## config.mk

```make
export PLATFORM = sky130hd
export DESIGN_NAME = polyline_equal_step_run_merge_flat
export DESIGN_NICKNAME = d
export VERILOG_FILES = /design/src/hw/rtl/pesrm_pkg.sv /design/src/hw/rtl/pesrm_in_if.sv /design/src/hw/rtl/pesrm_out_if.sv /design/src/hw/rtl/pesrm_core.sv /design/src/hw/rtl/polyline_equal_step_run_merge.sv /design/src/flat_wrapper.sv
export SDC_FILE = /design/constraint.sdc
export NUM_CORES = 1
export LEC_CHECK = 0
export BUFFER_PORTS_ARGS = -buffer_cell sky130_fd_sc_hd__buf_2
export CAP_MARGIN = 20
export CORE_UTILIZATION = 40
export DETAILED_ROUTE_END_ITERATION = 8
export GPL_ROUTABILITY_DRIVEN = 0
export PLACE_DENSITY_LB_ADDON = 0.05
export SETUP_SLACK_MARGIN = 0.4
export SYNTH_ARGS = -nofsm -noshare
export SYNTH_HDL_FRONTEND = slang
export SYNTH_HIERARCHICAL = 1
export SYNTH_SLANG_ARGS = --single-unit
```

## constraint.sdc

```tcl
create_clock -name clk -period 11.48 [get_ports clk]
set_clock_uncertainty 0.2 [all_clocks]
set_input_delay 2.296 -clock clk [delete_from_list [all_inputs] [get_ports clk]]
set_output_delay 2.296 -clock clk [all_outputs]
set_load 0.03 [all_outputs]
```

## src/hw/rtl/pesrm_pkg.sv

```systemverilog
// Shared types and constants for the equal-step run merger.
// No dependencies; every other file of the block imports this package.

package pesrm_pkg;

  localparam int COORD_BITS   = 16;
  localparam int STEP_BITS    = COORD_BITS + 1;
  localparam int REMOVED_BITS = 16;
  localparam int RES_MAX      = 3;
  localparam int RES_CNT_BITS = 2;

  localparam logic [REMOVED_BITS-1:0] REMOVED_SAT = '1;

  typedef enum logic [1:0] {
    PH_FIRST = 2'd0,
    PH_ONE   = 2'd1,
    PH_RUN   = 2'd2
  } phase_t;

  typedef struct packed {
    logic signed [COORD_BITS-1:0] x;
    logic signed [COORD_BITS-1:0] y;
    logic                         move;
    logic                         last;
  } item_t;

  typedef struct packed {
    logic signed [COORD_BITS-1:0] x;
    logic signed [COORD_BITS-1:0] y;
    logic                         move;
    logic                         list_end;
    logic                         item_done;
    logic [REMOVED_BITS-1:0]      removed;
  } res_t;

  typedef res_t [RES_MAX-1:0] res_list_t;

endpackage

```

## src/hw/rtl/pesrm_in_if.sv

```systemverilog
// Input point channel: valid/ready handshake with the point payload.
// Depends on pesrm_pkg.

interface pesrm_in_if import pesrm_pkg::*; ();
  logic                         valid;
  logic                         ready;
  logic signed [COORD_BITS-1:0] in_x;
  logic signed [COORD_BITS-1:0] in_y;
  logic                         in_move;
  logic                         in_last;

  modport source (output valid, output in_x, output in_y, output in_move, output in_last,
                  input ready);
  modport sink   (input valid, input in_x, input in_y, input in_move, input in_last,
                  output ready);
endinterface

```

## src/hw/rtl/pesrm_out_if.sv

```systemverilog
// Result channel: valid/ready handshake carrying one kept point per transfer.
// Depends on pesrm_pkg.

interface pesrm_out_if import pesrm_pkg::*; ();
  logic                         valid;
  logic                         ready;
  logic signed [COORD_BITS-1:0] out_x;
  logic signed [COORD_BITS-1:0] out_y;
  logic                         out_move;
  logic                         out_list_end;
  logic                         out_item_done;
  logic [REMOVED_BITS-1:0]      out_removed;

  modport source (output valid, output out_x, output out_y, output out_move,
                  output out_list_end, output out_item_done, output out_removed,
                  input ready);
  modport sink   (input valid, input out_x, input out_y, input out_move,
                  input out_list_end, input out_item_done, input out_removed,
                  output ready);
endinterface

```

## src/hw/rtl/pesrm_core.sv

```systemverilog
// Run state and per-point merge decision: holds start/prev/step/count state
// and builds the list of kept points caused by one point. Depends on pesrm_pkg.

module pesrm_core import pesrm_pkg::*; (
  input  logic                    clk,
  input  logic                    rst_n,
  input  logic                    step_en,
  input  item_t                   item,
  output res_list_t               res,
  output logic [RES_CNT_BITS-1:0] res_n
);

  phase_t                       phase_r, phase_nxt;
  logic signed [COORD_BITS-1:0] start_x_r, start_y_r, start_x_nxt, start_y_nxt;
  logic                         start_move_r, start_move_nxt;
  logic signed [COORD_BITS-1:0] prev_x_r, prev_y_r;
  logic                         prev_move_r;
  logic                         pis_r, pis_nxt;
  logic signed [STEP_BITS-1:0]  ref_dx_r, ref_dy_r, ref_dx_nxt, ref_dy_nxt;
  logic [REMOVED_BITS-1:0]      removed_r, removed_nxt;

  logic signed [STEP_BITS-1:0]  dx, dy;
  logic                         brk;

  assign dx = $signed({item.x[COORD_BITS-1], item.x}) -
              $signed({prev_x_r[COORD_BITS-1], prev_x_r});
  assign dy = $signed({item.y[COORD_BITS-1], item.y}) -
              $signed({prev_y_r[COORD_BITS-1], prev_y_r});

  always_comb begin
    case (phase_r)
      PH_FIRST: brk = 1'b0;
      PH_ONE:   brk = item.move;
      default:  brk = (dx != ref_dx_r) || (dy != ref_dy_r) || item.move;
    endcase
  end

  // next state
  always_comb begin
    start_x_nxt    = start_x_r;
    start_y_nxt    = start_y_r;
    start_move_nxt = start_move_r;
    pis_nxt        = pis_r;
    ref_dx_nxt     = ref_dx_r;
    ref_dy_nxt     = ref_dy_r;
    removed_nxt    = removed_r;
    phase_nxt      = PH_RUN;
    if (phase_r == PH_FIRST) begin
      start_x_nxt    = item.x;
      start_y_nxt    = item.y;
      start_move_nxt = item.move;
      pis_nxt        = 1'b1;
      ref_dx_nxt     = '0;
      ref_dy_nxt     = '0;
      removed_nxt    = '0;
      phase_nxt      = PH_ONE;
    end else begin
      if (brk || phase_r == PH_ONE) begin
        ref_dx_nxt = dx;
        ref_dy_nxt = dy;
      end
      if (brk) begin
        start_x_nxt    = item.x;
        start_y_nxt    = item.y;
        start_move_nxt = item.move;
        pis_nxt        = 1'b1;
      end else begin
        if (!pis_r && removed_r != REMOVED_SAT)
          removed_nxt = removed_r + 1'b1;
        pis_nxt = 1'b0;
      end
    end
    if (item.last)
      phase_nxt = PH_FIRST;
  end

  // result list: old start, old prev on a break; then one or two end-of-list points
  always_comb begin
    res_t                    cand [4];
    logic [3:0]              cv;
    logic [RES_CNT_BITS-1:0] n;
    cand[0] = '{x: start_x_r, y: start_y_r, move: start_move_r,
                list_end: 1'b0, item_done: 1'b0, removed: '0};
    cand[1] = '{x: prev_x_r, y: prev_y_r, move: prev_move_r,
                list_end: 1'b0, item_done: 1'b0, removed: '0};
    cand[2] = '{x: start_x_nxt, y: start_y_nxt, move: start_move_nxt,
                list_end: pis_nxt, item_done: 1'b0,
                removed: pis_nxt ? removed_nxt : '0};
    cand[3] = '{x: item.x, y: item.y, move: item.move,
                list_end: 1'b1, item_done: 1'b0, removed: removed_nxt};
    cv[0] = brk;
    cv[1] = brk && !pis_r;
    cv[2] = item.last;
    cv[3] = item.last && !pis_nxt;
    cand[0].item_done = cv[0] && !(cv[1] || cv[2] || cv[3]);
    cand[1].item_done = cv[1] && !(cv[2] || cv[3]);
    cand[2].item_done = cv[2] && !cv[3];
    cand[3].item_done = cv[3];
    res = '0;
    n   = '0;
    for (int i = 0; i < 4; i++) begin
      if (cv[i]) begin
        res[n[RES_CNT_BITS-1:0]] = cand[i];
        n = n + 1'b1;
      end
    end
    res_n = n;
  end

  always_ff @(posedge clk) begin
    if (!rst_n) begin
      phase_r   <= PH_FIRST;
      pis_r     <= 1'b1;
      removed_r <= '0;
      ref_dx_r  <= '0;
      ref_dy_r  <= '0;
    end else if (step_en) begin
      phase_r   <= phase_nxt;
      pis_r     <= pis_nxt;
      removed_r <= removed_nxt;
      ref_dx_r  <= ref_dx_nxt;
      ref_dy_r  <= ref_dy_nxt;
    end
  end

  always_ff @(posedge clk) begin
    if (step_en) begin
      start_x_r    <= start_x_nxt;
      start_y_r    <= start_y_nxt;
      start_move_r <= start_move_nxt;
      prev_x_r     <= item.x;
      prev_y_r     <= item.y;
      prev_move_r  <= item.move;
    end
  end

endmodule

```

## src/hw/rtl/polyline_equal_step_run_merge.sv

```systemverilog
// Equal-step run merger top level. Depends on pesrm_pkg, pesrm_in_if,
// pesrm_out_if and pesrm_core.
//
// Points are registered on input, the merge decision is taken combinationally
// and up to three kept points are loaded into a small result list that drains
// one transfer per cycle while the output is ready. A point that causes no
// result leaves the list free, so one point can be taken every cycle while no
// results are pending; a point that causes results holds the next one until its
// last result is taken. Each point passes the input and result list registers.

module polyline_equal_step_run_merge import pesrm_pkg::*; (
  input  logic        clk,
  input  logic        rst_n,
  pesrm_in_if.sink    in_chan,
  pesrm_out_if.source out_chan
);

  logic                    stg_valid_r;
  item_t                   stg_item_r;
  res_list_t               pend_r, pend_nxt;
  logic [RES_CNT_BITS-1:0] pend_cnt_r, pend_cnt_nxt;

  res_list_t               res;
  logic [RES_CNT_BITS-1:0] res_n;
  logic                    pend_free, load, pop, in_xfer;

  assign pop       = (pend_cnt_r != '0) && out_chan.ready;
  assign pend_free = (pend_cnt_r == '0) ||
                     (pend_cnt_r == RES_CNT_BITS'(1) && out_chan.ready);
  assign load      = stg_valid_r && pend_free;
  assign in_chan.ready = !stg_valid_r || load;
  assign in_xfer   = in_chan.valid && in_chan.ready;

  pesrm_core u_core (
    .clk     (clk),
    .rst_n   (rst_n),
    .step_en (load),
    .item    (stg_item_r),
    .res     (res),
    .res_n   (res_n)
  );

  always_comb begin
    pend_nxt     = pend_r;
    pend_cnt_nxt = pend_cnt_r;
    if (load) begin
      pend_nxt     = res;
      pend_cnt_nxt = res_n;
    end else if (pop) begin
      for (int i = 0; i < RES_MAX - 1; i++)
        pend_nxt[i] = pend_r[i+1];
      pend_cnt_nxt = pend_cnt_r - 1'b1;
    end
  end

  always_ff @(posedge clk) begin
    if (!rst_n) begin
      stg_valid_r <= 1'b0;
      pend_cnt_r  <= '0;
    end else begin
      if (in_xfer)
        stg_valid_r <= 1'b1;
      else if (load)
        stg_valid_r <= 1'b0;
      pend_cnt_r <= pend_cnt_nxt;
    end
  end

  always_ff @(posedge clk) begin
    if (in_xfer)
      stg_item_r <= '{x: in_chan.in_x, y: in_chan.in_y,
                      move: in_chan.in_move, last: in_chan.in_last};
    pend_r <= pend_nxt;
  end

  assign out_chan.valid         = (pend_cnt_r != '0);
  assign out_chan.out_x         = pend_r[0].x;
  assign out_chan.out_y         = pend_r[0].y;
  assign out_chan.out_move      = pend_r[0].move;
  assign out_chan.out_list_end  = pend_r[0].list_end;
  assign out_chan.out_item_done = pend_r[0].item_done;
  assign out_chan.out_removed   = pend_r[0].removed;

  // list never overfills, and done marks only the final entry of a list
  a_cnt_range: assert property (@(posedge clk) disable iff (!rst_n)
    pend_cnt_r <= RES_CNT_BITS'(RES_MAX))
    else $error("result list count out of range");

  a_done_last: assert property (@(posedge clk) disable iff (!rst_n)
    (out_chan.valid && out_chan.out_item_done) |-> pend_cnt_r == RES_CNT_BITS'(1))
    else $error("item done flagged before final result of the point");

  a_end_done: assert property (@(posedge clk) disable iff (!rst_n)
    (out_chan.valid && out_chan.out_list_end) |-> out_chan.out_item_done)
    else $error("list end not on final result");

  a_removed_zero: assert property (@(posedge clk) disable iff (!rst_n)
    (out_chan.valid && !out_chan.out_list_end) |-> out_chan.out_removed == '0)
    else $error("removed count shown away from list end");

  a_load_free: assert property (@(posedge clk) disable iff (!rst_n)
    (pop && !load) |=> pend_cnt_r == $past(pend_cnt_r) - 1'b1)
    else $error("result list lost or repeated an entry");

endmodule

```

## src/flat_wrapper.sv

```systemverilog
// flat-port wrapper written by rule: the top's interface ports become plain ports
module polyline_equal_step_run_merge_flat import pesrm_pkg::*;
  (clk, rst_n, in_chan_valid, in_chan_in_x, in_chan_in_y, in_chan_in_move, in_chan_in_last, in_chan_ready, out_chan_valid, out_chan_out_x, out_chan_out_y, out_chan_out_move, out_chan_out_list_end, out_chan_out_item_done, out_chan_out_removed, out_chan_ready);
  pesrm_in_if in_chan_i ();
  pesrm_out_if out_chan_i ();
  input  logic clk;
  input  logic rst_n;
  input wire logic [$bits(in_chan_i.valid)-1:0] in_chan_valid;
  input wire logic [$bits(in_chan_i.in_x)-1:0] in_chan_in_x;
  input wire logic [$bits(in_chan_i.in_y)-1:0] in_chan_in_y;
  input wire logic [$bits(in_chan_i.in_move)-1:0] in_chan_in_move;
  input wire logic [$bits(in_chan_i.in_last)-1:0] in_chan_in_last;
  output wire logic [$bits(in_chan_i.ready)-1:0] in_chan_ready;
  output wire logic [$bits(out_chan_i.valid)-1:0] out_chan_valid;
  output wire logic [$bits(out_chan_i.out_x)-1:0] out_chan_out_x;
  output wire logic [$bits(out_chan_i.out_y)-1:0] out_chan_out_y;
  output wire logic [$bits(out_chan_i.out_move)-1:0] out_chan_out_move;
  output wire logic [$bits(out_chan_i.out_list_end)-1:0] out_chan_out_list_end;
  output wire logic [$bits(out_chan_i.out_item_done)-1:0] out_chan_out_item_done;
  output wire logic [$bits(out_chan_i.out_removed)-1:0] out_chan_out_removed;
  input wire logic [$bits(out_chan_i.ready)-1:0] out_chan_ready;
  assign in_chan_i.valid = in_chan_valid;
  assign in_chan_i.in_x = in_chan_in_x;
  assign in_chan_i.in_y = in_chan_in_y;
  assign in_chan_i.in_move = in_chan_in_move;
  assign in_chan_i.in_last = in_chan_in_last;
  assign in_chan_ready = in_chan_i.ready;
  assign out_chan_valid = out_chan_i.valid;
  assign out_chan_out_x = out_chan_i.out_x;
  assign out_chan_out_y = out_chan_i.out_y;
  assign out_chan_out_move = out_chan_i.out_move;
  assign out_chan_out_list_end = out_chan_i.out_list_end;
  assign out_chan_out_item_done = out_chan_i.out_item_done;
  assign out_chan_out_removed = out_chan_i.out_removed;
  assign out_chan_i.ready = out_chan_ready;
  polyline_equal_step_run_merge u_core (.clk(clk), .rst_n(rst_n), .in_chan(in_chan_i), .out_chan(out_chan_i));
endmodule
```

==> results of run 1 <==
[layer usage]
layer,GRT usage,part of all wire
met4,0.0733,0.028
met1,0.268,0.47
met5,0,0
met3,0.0290,0.034
met2,0.319,0.47
[per-stage QoR]
stage               power [mW]  instances  instance area (µm²)   util  hold WS (ns)
finish                    3.79       1958                18400  0.447         0.276
global route              3.98       1958                18400  0.447         0.298
CTS                       3.85       1958                18400  0.447         0.276
detailed placement        2.65       1893                17200  0.418         0.269
global placement          2.65       1892                17200  0.417         0.259
floorplan                 2.45       1389                16800      -         0.224
[synthesized netlist by cell type (38+ instances only)]
| library cell | count | share of area |
|---|---|---|
| a21oi_1 | 109 | 0.032 |
| buf_4 | 55 | 0.025 |
| dfxtp_1 | 56 | 0.067 |
| edfxtp_1 | 253 | 0.45 |
| ha_1 | 40 | 0.030 |
| inv_1 | 56 | 0.013 |
| mux2_2 | 90 | 0.060 |
| mux2_4 | 48 | 0.043 |
| nand2_1 | 45 | 0.010 |
| nand3_1 | 38 | 0.011 |
| nor2_1 | 61 | 0.014 |
| o21ai_0 | 69 | 0.021 |
[cells by family after synthesis]
kind of cell	share of synthesized area
AO/OA/AOI/OAI	0.142
XOR/XNOR	0.0335
adder cells (fa/ha/maj)	0.0322
buffers and inverters	0.0669
flip-flops	0.519
multiplexers	0.112
AND/OR/NAND/NOR	0.0934
[final timing paths]
kind	from	to	slack [ns]	depth (start not counted)
min	u_core/u_core/ref_dy_r[4]	u_core/u_core/ref_dy_r[4]	0.28	2
max reg2reg	u_core/stg_item_r[18]	u_core/out_chan.out_x[13]	4.81	21
min reg2reg	u_core/u_core/ref_dy_r[4]	u_core/u_core/ref_dy_r[4]	0.28	2
max	u_core/stg_item_r[18]	u_core/out_chan.out_x[13]	4.81	21
[power by group]
group	switching (mW)	leakage, nW	internal [mW]
clock network	0.466	0.591	0.706
registers	0.0808	2.87	1.48
logic	0.671	3.32	0.385
[final cells by class]
type | instances | area, µm² | area share
Tap cell | 532 | 666 | 0.0362
Multi-Input combinational cell | 887 | 6980 | 0.380
Inverter | 58 | 220 | 0.0120
Sequential cell | 309 | 8720 | 0.474
Clock buffer | 49 | 1090 | 0.0591
Clock inverter | 16 | 121 | 0.00660
Timing Repair Buffer | 107 | 591 | 0.0321
[flip-flops by register name, indices dropped and copies added, names as in the netlist, 2 cells and up]
register / count
u_core/out_chan.out_y: 16
u_core/u_core/start_y_r: 16
u_core/pend_r: 102
u_core/out_chan.out_removed: 16
u_core/u_core/start_x_r: 16
u_core/u_core/phase_r: 2
u_core/stg_item_r: 34
u_core/u_core/ref_dx_r: 17
u_core/u_core/removed_r: 16
u_core/u_core/ref_dy_r: 17
u_core/u_core/prev_x_r: 16
u_core/out_chan.out_x: 16
u_core/pend_cnt_r: 2
u_core/u_core/prev_y_r: 16
[layout by cell type, fill, tap and decap left out, types with 9 or more instances in the layout]
master,netlist,final
a32o_1,31,31
xnor2_1,32,32
nand2b_1,10,10
ha_1,40,40
clkinv_1,0,9
a21oi_1,109,109
a22o_1,34,34
and2_1,36,35
mux2i_1,14,14
clkbuf_16,0,41
nor2_1,61,60
mux2_4,48,49
nor2b_1,10,10
nor3_1,18,18
o31ai_1,9,9
and3_1,12,12
buf_4,55,16
buf_2,26,90
inv_1,56,55
nand3_1,38,38
mux2_2,90,89
nand2_1,45,45
dfxtp_1,56,56
or3_1,19,19
a21o_1,9,9
xor2_1,14,14
o21ai_0,69,68
edfxtp_1,253,253
[worst max-delay path: stages (launching register included)]
cell	delay (ns)
edfxtp_1	0.40
inv_1	0.10
ha_1	0.21
fa_1	0.49
xnor2_1	0.16
a2111oi_0	0.62
nand4_1	0.16
nor4_1	0.31
nand3_1	0.12
nor4_1	0.23
and4b_1	0.23
nand4_1	0.18
o21a_1	0.33
o21ai_0	0.36
xnor2_1	0.21
ha_1	0.21
nor2_1	0.07
or3_1	0.35
nor2_2	0.82
buf_4	0.45
a22o_1	0.18
mux2_2	0.14
==> metrics.md, run 1 <==
| Metric | Value |
|---|---|
| Row count | 74 |
| Vias per cell | 5.60 |
| Period utilization | 0.581 |
| Worst path required time | 11.69 ns |
| Synth Net Count | 1,469 |
| Core Area | 41,100 µm² |
| Hold-fix buffers, CTS | 0 |
| Gr usage total | 0.198 |
| Setup crit start kind | register |
| CTS clock-pin slew for the worst setup and hold paths | 0.06 ns |
| First-pass GRT wire length | 64,200 µm |
| Slew Limit Fails | 0 |
| Fin Setup TNS | 0 ns |
| Postcts setup bufs | 0 |
| Vias | 11,000 |
| Crit Path Class | reg -> reg |
| Dpl ws | 4.96 ns |
| Synthesis Warnings | 6 |
| Pre-Repair DR Iteration Count | 6 |
| EDFF count, synth | 253 |
| Synthesized flop and latch total | 309 |
| Clk buf depth | 3 |
| Die H | 207 µm |
| Nets | 1,481 |
| Final Setup Violations | 0 |
| Relative slew margins | 0.281 |
| Vias in the first global route | 10,800 |
| Status | complete, no violations |
| I/O pin count | 91 |
| Clk Latency, worst-skew pair | 0.55 ns |
| # resized after CTS | 0 |
| Clock root buffer | clkbuf_16 |
| Fmax | 150 MHz |
| Worst hold path type | reg -> reg |
| Maximum VDD drop | 96.0 µV |
| Unrepaired setup endpoints after global routing | false |
| Largest net degree at the start of global routing | 68 |
| Max Cap Violations | 0 |
| Area growth from synthesis to layout | 9.47% |
| Syn_area_per_cell | 12.1 µm² |
| Routed wire per std cell | 21.2 µm |
| Initial antenna violation count | 0 |
| Final worst setup slack | 4.81 ns |
| Total clock sinks | 309 |
| Dpl hpwl | 25,900 µm |
| Post-Syn Area | 16,800 µm² |
| Initial Utilization | 0.408 |
| FILL cells | 3,847 |
| CTS HTree Levels | 2 |
| DRT Wirelength | 41,500 µm |
| Sequential area share after synthesis | 0.519 |
| Residual DRC | 0 |
| Netlist cell types | 84 |
| Crit path DAT | 6.88 ns |
| Diodes inserted | 0 |
| Number of CTS-inserted buffers | 38 |
| Die X | 207 µm |
| Layout cells sized above 1 | 0.231 |
| Setup crit end kind | register |
| Syn Inst Count | 1,389 |
| Leak pwr | 6.78 nW |
| IO Port Bufs | 90 |
| ANT nets after route | 0 |
| Predominant post-synthesis flop cell | edfxtp_1 |
| Gr ovfl total | 0 |
| Power density over the cells | 206 nW/µm² |
| CTS tree | yes |
| Die Footprint | 42,800 µm² |
| Final Hold Viols | 0 |
| Crit-path max FO | 18 |
| Worst Max-Slew Pin Slew | 1.08 ns |
| Fraction of registers with async set/reset | 0 |
| DRT iter0 DRCs | 728 |
| Tmin final | 6.67 ns |
(Power assumes the default switching activity.)
==> run 2: changes to the inputs <==
- ABC_AREA: unset -> 1
- clock period: 11.48 -> 5.61 ns (I/O delays scaled with it)
==> run 2 against run 1 <==
Hold slack got worse by 0.00090 ns; utilization up 0.24 points; largest power group unchanged; count of clock-buffer cells in the layout is 2 higher; critical endpoint is now u_core/pend_r[78]; fmax up 42%; flip-flop and latch count stayed put.
==> metrics.md, run 2 <==
| Metric | Value |
|---|---|
| Dpl hpwl | 32,800 µm (+27%) |
| Clk buf depth | 3 (unchanged) |
| Postcts setup bufs | 0 (unchanged) |
| Fmax | 212 MHz (+42%) |
| Final Setup Violations | 0 (unchanged) |
| Nets | 2,475 (+67%) |
| Die H | 214 µm (+3.3%) |
| Fin Setup TNS | 0 ns (unchanged) |
| Final core utilization | 0.449 (+0.00235) |
| Netlist cell types | 34 (-60%) |
| Die Footprint | 45,700 µm² (+6.8%) |
| Post-synth top area share | 0.423 (-0.0290) |
| Area leader, netlist | edfxtp_1 |
| Setup crit start kind | register |
| Vias | 15,100 (+37%) |
| Leak pwr | 8.90 nW (+31%) |
| CTS HTree Levels | 2 (unchanged) |
| Number of CTS-inserted buffers | 39 (+2.6%) |
| Hold-fix buffers, CTS | 0 (unchanged) |
| Vias per cell | 5.00 (-11%) |
| I/O pin count | 91 (unchanged) |
| Core Area | 44,200 µm² (+7.6%) |
| Largest register by flop count | u_core/pend_r |
| IO Port Bufs | 90 (unchanged) |
| Tmin final | 4.71 ns (-1.96 ns) |
| Commonest non-fill, non-tap cells in the layout | nand2_1 (876), nor2_1 (289), edfxtp_1 (253), inv_1 (233), a21oi_1 (176) |
| DRT Wirelength | 50,500 µm (+22%) |
| Worst path slowest cell | edfxtp_1 |
| Synthesized flop and latch total | 309 (unchanged) |
| Final Hold Viols | 0 (unchanged) |
| EDFF count, synth | 253 (unchanged) |
| Critical path's top delay family | simple AND/OR/NAND/NOR gates |
| CTS clock-pin slew for the worst setup and hold paths | 0.06 ns (about the same) |
| Final instance area | 19,900 µm² (+8.1%) |
| Synthesis Warnings | 6 (unchanged) |
| Unrepaired setup endpoints after global routing | false |
| Power density over the cells | 452 nW/µm² (+120%) |
| Worst Max-Slew Pin Slew | 0.975 ns (-0.102 ns) |
| Fraction of registers with async set/reset | 0 (unchanged) |
| Crit-path max FO | 22 (+4) |
| Total clock sinks | 309 (unchanged) |
| Worst path required time | 5.82 ns (-5.87 ns) |
| Most instantiated library cell after synthesis | nand2_1 |
| Initial antenna violation count | 0 (unchanged) |
| Gr ovfl total | 0 (unchanged) |
| Period utilization | 0.840 (+0.259) |
| Crit Path Class | reg -> reg |
| Initial Utilization | 0.406 (-0.00271) |
| ANT nets after route | 0 (unchanged) |
| Worst hold path type | reg -> reg |
| Placed instance area | 18,700 µm² (+8.7%) |
| Synth Net Count | 2,443 (+66%) |
| Clk Latency, worst-skew pair | 0.56 ns (about the same) |
| Syn_area_per_cell | 7.59 µm² (-37%) |
| CP peak stage delay | 0.43 ns (-0.39 ns) |
| Crit path DAT | 4.92 ns (-1.96 ns) |
| Biggest regs | u_core/pend_r: 102 flops, u_core/stg_item_r: 34 flops |
| Vias in the first global route | 14,500 (+34%) |
| Most area-consuming cells after synthesis | edfxtp_1 (42%), nand2_1 (18%), dfxtp_1 (6.2%) |
| Residual DRC | 0 (unchanged) |
| Row count | 77 (+4.1%) |
| Predominant post-synthesis flop cell | edfxtp_1 |
| Diodes inserted | 0 (unchanged) |
| Maximum VDD drop | 325 µV (+240%) |
| Setup crit end kind | register |
| First-pass GRT wire length | 79,700 µm (+24%) |
| Buf/Inv on CP | 6 (+4) |
| Gr usage total | 0.225 (+0.0274) |
| Dominant cell type by count on the critical path | nand2_1 |
| Max Cap Violations | 0 (unchanged) |
| Post-Syn Area | 17,900 µm² (+6.9%) |
| DRT iter0 DRCs | 1,004 (+38%) |
| Clock root buffer | clkbuf_16 |
| Relative slew margins | 0.349 (+0.0675) |
| Syn Inst Count | 2,363 (+70%) |
| CTS tree | yes |
| Routed wire per std cell | 16.7 µm (-21%) |
| Max reg flops | 102 (unchanged) |
| Commonest non-fill, non-tap cell in the layout | nand2_1 |
| Sequential area share after synthesis | 0.486 (-0.0333) |
| Largest net degree at the start of global routing | 130 (+91%) |
| Layout cells sized above 1 | 0.0875 (-0.144) |
| Die X | 214 µm (+3.3%) |
| Slew Limit Fails | 0 (unchanged) |
| Pre-Repair DR Iteration Count | 7 (+1) |
| Commonest cells in the netlist | nand2_1 (877), nor2_1 (290), edfxtp_1 (253) |
| # resized after CTS | 0 (unchanged) |
| Area growth from synthesis to layout | 10.8% |
| Status | complete, no violations |
[run 2: final timing paths]
| path | start | endpoint | slack, ns | depth (start not counted) |
|---|---|---|---|---|
| worst max register to register | u_core/stg_item_r[18] | u_core/pend_r[78] | 0.90 | 32 |
| worst max-delay path | u_core/stg_item_r[18] | u_core/pend_r[78] | 0.90 | 32 |
| worst min-delay path | u_core/u_core/phase_r[0] | u_core/u_core/phase_r[0] | 0.27 | 2 |
| worst min register to register | u_core/u_core/phase_r[0] | u_core/u_core/phase_r[0] | 0.27 | 2 |
[run 2: per-stage QoR]
stage / setup WS (ns) / total power, mW / hold slack (ns) / cells
after floorplan: 1.47 / 6.00 / 0.243 / 2363
after global placement: 0.935 / 6.60 / 0.254 / 2946
after detailed placement: 0.922 / 6.64 / 0.264 / 2946
after CTS: 0.893 / 9.11 / 0.273 / 3014
after global routing: 0.406 / 9.60 / 0.293 / 3014
final: 0.900 / 8.99 / 0.275 / 3014
[run 2: tightest hold or removal path, cell delays in order (launching register included)]
cell and delay [ns]:
dfxtp_1 0.31, nand2_1 0.06, a21oi_1 0.06
[run 2: cells by family (layout without fill, tap and decap cells)]
kind of cell,count (synthesis),after routing,share of synthesized area
and+or+nand+nor,1382,1382,0.312
buffers and inverters,387,446,0.100
DFF,309,309,0.486
AOI/OAI and AO/OA,227,227,0.0640
adders and majority gates,42,42,0.0301
xor gates and xnor gates,16,16,0.00781
[run 2: final cells by class]
class,count,area [µm²]
clock buffer,51,1080
clock inverter,17,124
fill,4443,24300
inverter,242,916
multi-input combinational,1667,7450
sequential,309,8720
tap,592,741
timing repair buffer,136,846
[run 2: power breakdown]
| group | internal, mW | switching (mW) |
|---|---|---|
| sequential | 3.33 | 0.278 |
| combinational | 0.833 | 2.13 |
| clock | 1.44 | 0.983 |
[run 2: routing by layer]
layer	GRT usage	wire, µm
met5	0	0
met4	0.0645	960
met3	0.0373	2880
met1	0.314	24200
met2	0.358	22500
==> run 3: changes to the inputs <==
- clock period: 5.61 -> 4.2 ns (I/O delays scaled with it)
==> run 3 against run 2 <==
Register-to-register slack worse by 0.87 ns; clock power is 40% higher; critical path depth is 2 lower; count of clock-buffer cells in the layout is 2 higher; die area stayed put; routed wire length is 4.4% higher; non-clock buffer count is 186 higher; total power is 42% higher; hold slack worse by 0.023 ns; fmax is 13% higher; combinational power is 55% higher; largest cell class unchanged; largest power group unchanged.
==> metrics.md, run 3 (synthesis gave the netlist of run 2 again) <==
| Metric | Value |
|---|---|
| Status | complete, no violations |
| Worst hold path type | in -> reg |
| Worst path required time | 4.31 ns (-1.51 ns) |
| Worst hold path endpoint | u_core/stg_item_r[20] |
| Slew Limit Fails | 0 (unchanged) |
| Clock root buffer | clkbuf_16 |
| Crit Path Class | reg -> reg |
| Core Area | 44,200 µm² (unchanged) |
| Total clock sinks | 309 (unchanged) |
| First-pass GRT wire length | 81,300 µm (+2.1%) |
| Max Cap Violations | 0 (unchanged) |
| Hold Path Depth | 1 (-1) |
| Hold Startpoint | in_chan_in_x[2] |
| Leak pwr | 10.1 nW (+14%) |
| Hold-fix buffers, CTS | 0 (unchanged) |
| Final Hold Viols | 0 (unchanged) |
| DRT iter0 DRCs | 1,053 (+4.9%) |
| Power density over the cells | 570 nW/µm² (+26%) |
| Die H | 214 µm (unchanged) |
| Reg2Reg Setup Slack | 0.03 ns (-0.87 ns) |
| Fin Setup TNS | 0 ns (unchanged) |
| Maximum VDD drop | 434 µV (+33%) |
| Vias per cell | 4.94 (-1.1%) |
| Final Setup Violations | 0 (unchanged) |
| Period utilization | 0.993 (+0.154) |
| FILL cells | 4,250 (-4.3%) |
| Die Footprint | 45,700 µm² (unchanged) |
| Routed wire per std cell | 16.5 µm (-1.7%) |
| Crit path DAT | 4.28 ns (-0.64 ns) |
| DRT Wirelength | 52,700 µm (+4.4%) |
| Area growth from synthesis to layout | 24.9% |
| Diodes inserted | 0 (unchanged) |
| Number of CTS-inserted buffers | 38 (-2.6%) |
| CTS HTree Levels | 2 (unchanged) |
| R2R Path End | u_core/out_chan.out_y[10] |
| Clk Latency, worst-skew pair | 0.56 ns (about the same) |
| Tmin final | 4.17 ns (-0.538 ns) |
| Residual DRC | 0 (unchanged) |
| Relative slew margins | 0.365 (+0.0168) |
| Clk buf depth | 3 (unchanged) |
| Largest net degree at the start of global routing | 95 (-27%) |
| Unrepaired setup endpoints after global routing | true |
| Worst path slowest cell | edfxtp_1 |
| Vias in the first global route | 14,800 (+2.2%) |
| Area of the multi-input gates | 8110 µm² (+8.9%) |
| Reg area | 8720 µm² (unchanged) |
| R2r startpoint | u_core/stg_item_r[3] |
| Max reg flops | 102 (unchanged) |
| Pre-Repair DR Iteration Count | 5 (-2) |
| Layout cells sized above 1 | 0.211 (+0.123) |
| Biggest regs | u_core/pend_r: 102 flops, u_core/stg_item_r: 34 flops |
| Vias | 15,800 (+5.1%) |
| Initial Utilization | 0.406 (unchanged) |
| Gr usage total | 0.231 (+0.00609) |
| Row count | 77 (unchanged) |
| WP depth | 30 (-6.3%) |
| Dpl hpwl | 34,100 µm (+3.9%) |
| Commonest non-fill, non-tap cells in the layout | nand2_1 (862), edfxtp_1 (253), nor2_1 (244), inv_1 (221), buf_4 (193) |
| Largest register by flop count | u_core/pend_r |
| Fmax | 240 MHz (+13%) |
| Worst Max-Slew Pin Slew | 0.946 ns (-0.0287 ns) |
| Setup crit start kind | register |
| CTS tree | yes |
| Dominant cell type by count on the critical path | nand2_1 |
| Critical path's top delay family | simple AND/OR/NAND/NOR gates |
| I/O pin count | 91 (unchanged) |
| Buf/Inv on CP | 7 (+1) |
| Gr ovfl total | 0 (unchanged) |
| CP peak stage delay | 0.45 ns (+0.02 ns) |
| ANT nets after route | 0 (unchanged) |
| Nets | 2,660 (+7.5%) |
| Setup crit end kind | register |
| Initial antenna violation count | 0 (unchanged) |
| Worst-case reg-to-reg path depth | 30 (-6.3%) |
| Die X | 214 µm (unchanged) |
| Final hold slack | 0.252 ns (-0.0225 ns) |
| Crit-path max FO | 6 (-73%) |
| Commonest non-fill, non-tap cell in the layout | nand2_1 |
| CTS clock-pin slew for the worst setup and hold paths | 0.06 ns (about the same) |
| IO Port Bufs | 90 (unchanged) |
## run 3: cell count changes in the layout (fill, tap and decap cells not counted), sizes merged
cell / change
clkinvlp: -1
buf: +183
bufbuf: +1
clkbuf: +4
bufinv: +1
## run 3: power by group
part	internal [mW]	switching [mW]	total, mW	leakage (nW)
Sequential	4.45	0.345	4.79	2.87
Clock	2.05	1.33	3.38	0.637
Combinational	1.57	3.03	4.60	6.61
## run 3: layer usage
layer	GRT usage	part of all wire	vias to the layer above
met5	0	0	-
met3	0.0353	0.058	82
met1	0.323	0.46	7349
met2	0.368	0.45	404
li1	-	-	7989
met4	0.0700	0.025	0
## run 3: worst max path at each step
stage / start / slack, ns / to
2_1_floorplan: u_core/stg_item_r[2] / 0.38 / u_core/pend_r[59]
3_3_place_gp: u_core/stg_item_r[2] / -0.09 / u_core/pend_r[63]
3_5_place_dp: u_core/stg_item_r[20] / -0.14 / u_core/pend_r[63]
4_1_cts: u_core/u_core/prev_y_r[0] / 0.08 / u_core/pend_r[94]
5_1_grt: u_core/u_core/prev_y_r[0] / -0.34 / u_core/pend_r[71]
6_report: u_core/stg_item_r[3] / 0.03 / u_core/out_chan.out_y[10]
## run 3: repair_timing
item / 4_1_cts / 5_1_grt
pin swaps: 21 / 45
cloned: 5 / 2
buffers inserted: 6 / 9
gates resized for setup: 69 / 133
setup endpoints to repair: 228 / 238
## run 3: through the flow
| stage | total power, mW | instances | util | cell area (µm²) | setup slack (ns) |
|---|---|---|---|---|---|
| 4_1_cts | 12.8 | 3191 | 0.492 | 21800 | 0.0845 |
| 6_report | 12.8 | 3202 | 0.507 | 22400 | 0.0286 |
| 3_5_place_dp | 9.30 | 3110 | 0.454 | 20100 | -0.138 |
| 5_1_grt | 13.6 | 3202 | 0.507 | 22400 | -0.344 |
| 3_3_place_gp | 9.23 | 3110 | 0.454 | 20100 | -0.0902 |
| 2_1_floorplan | 7.99 | 2363 | - | 18000 | 0.376 |
## run 3: layout make-up
| type | instances | share of cell area |
|---|---|---|
| clock buffer | 53 | 0.0501 |
| inverter | 242 | 0.0411 |
| multi-input combinational | 1667 | 0.362 |
| clock inverter | 17 | 0.00709 |
| timing repair buffer | 322 | 0.118 |
| tap | 592 | 0.0331 |
| sequential | 309 | 0.389 |
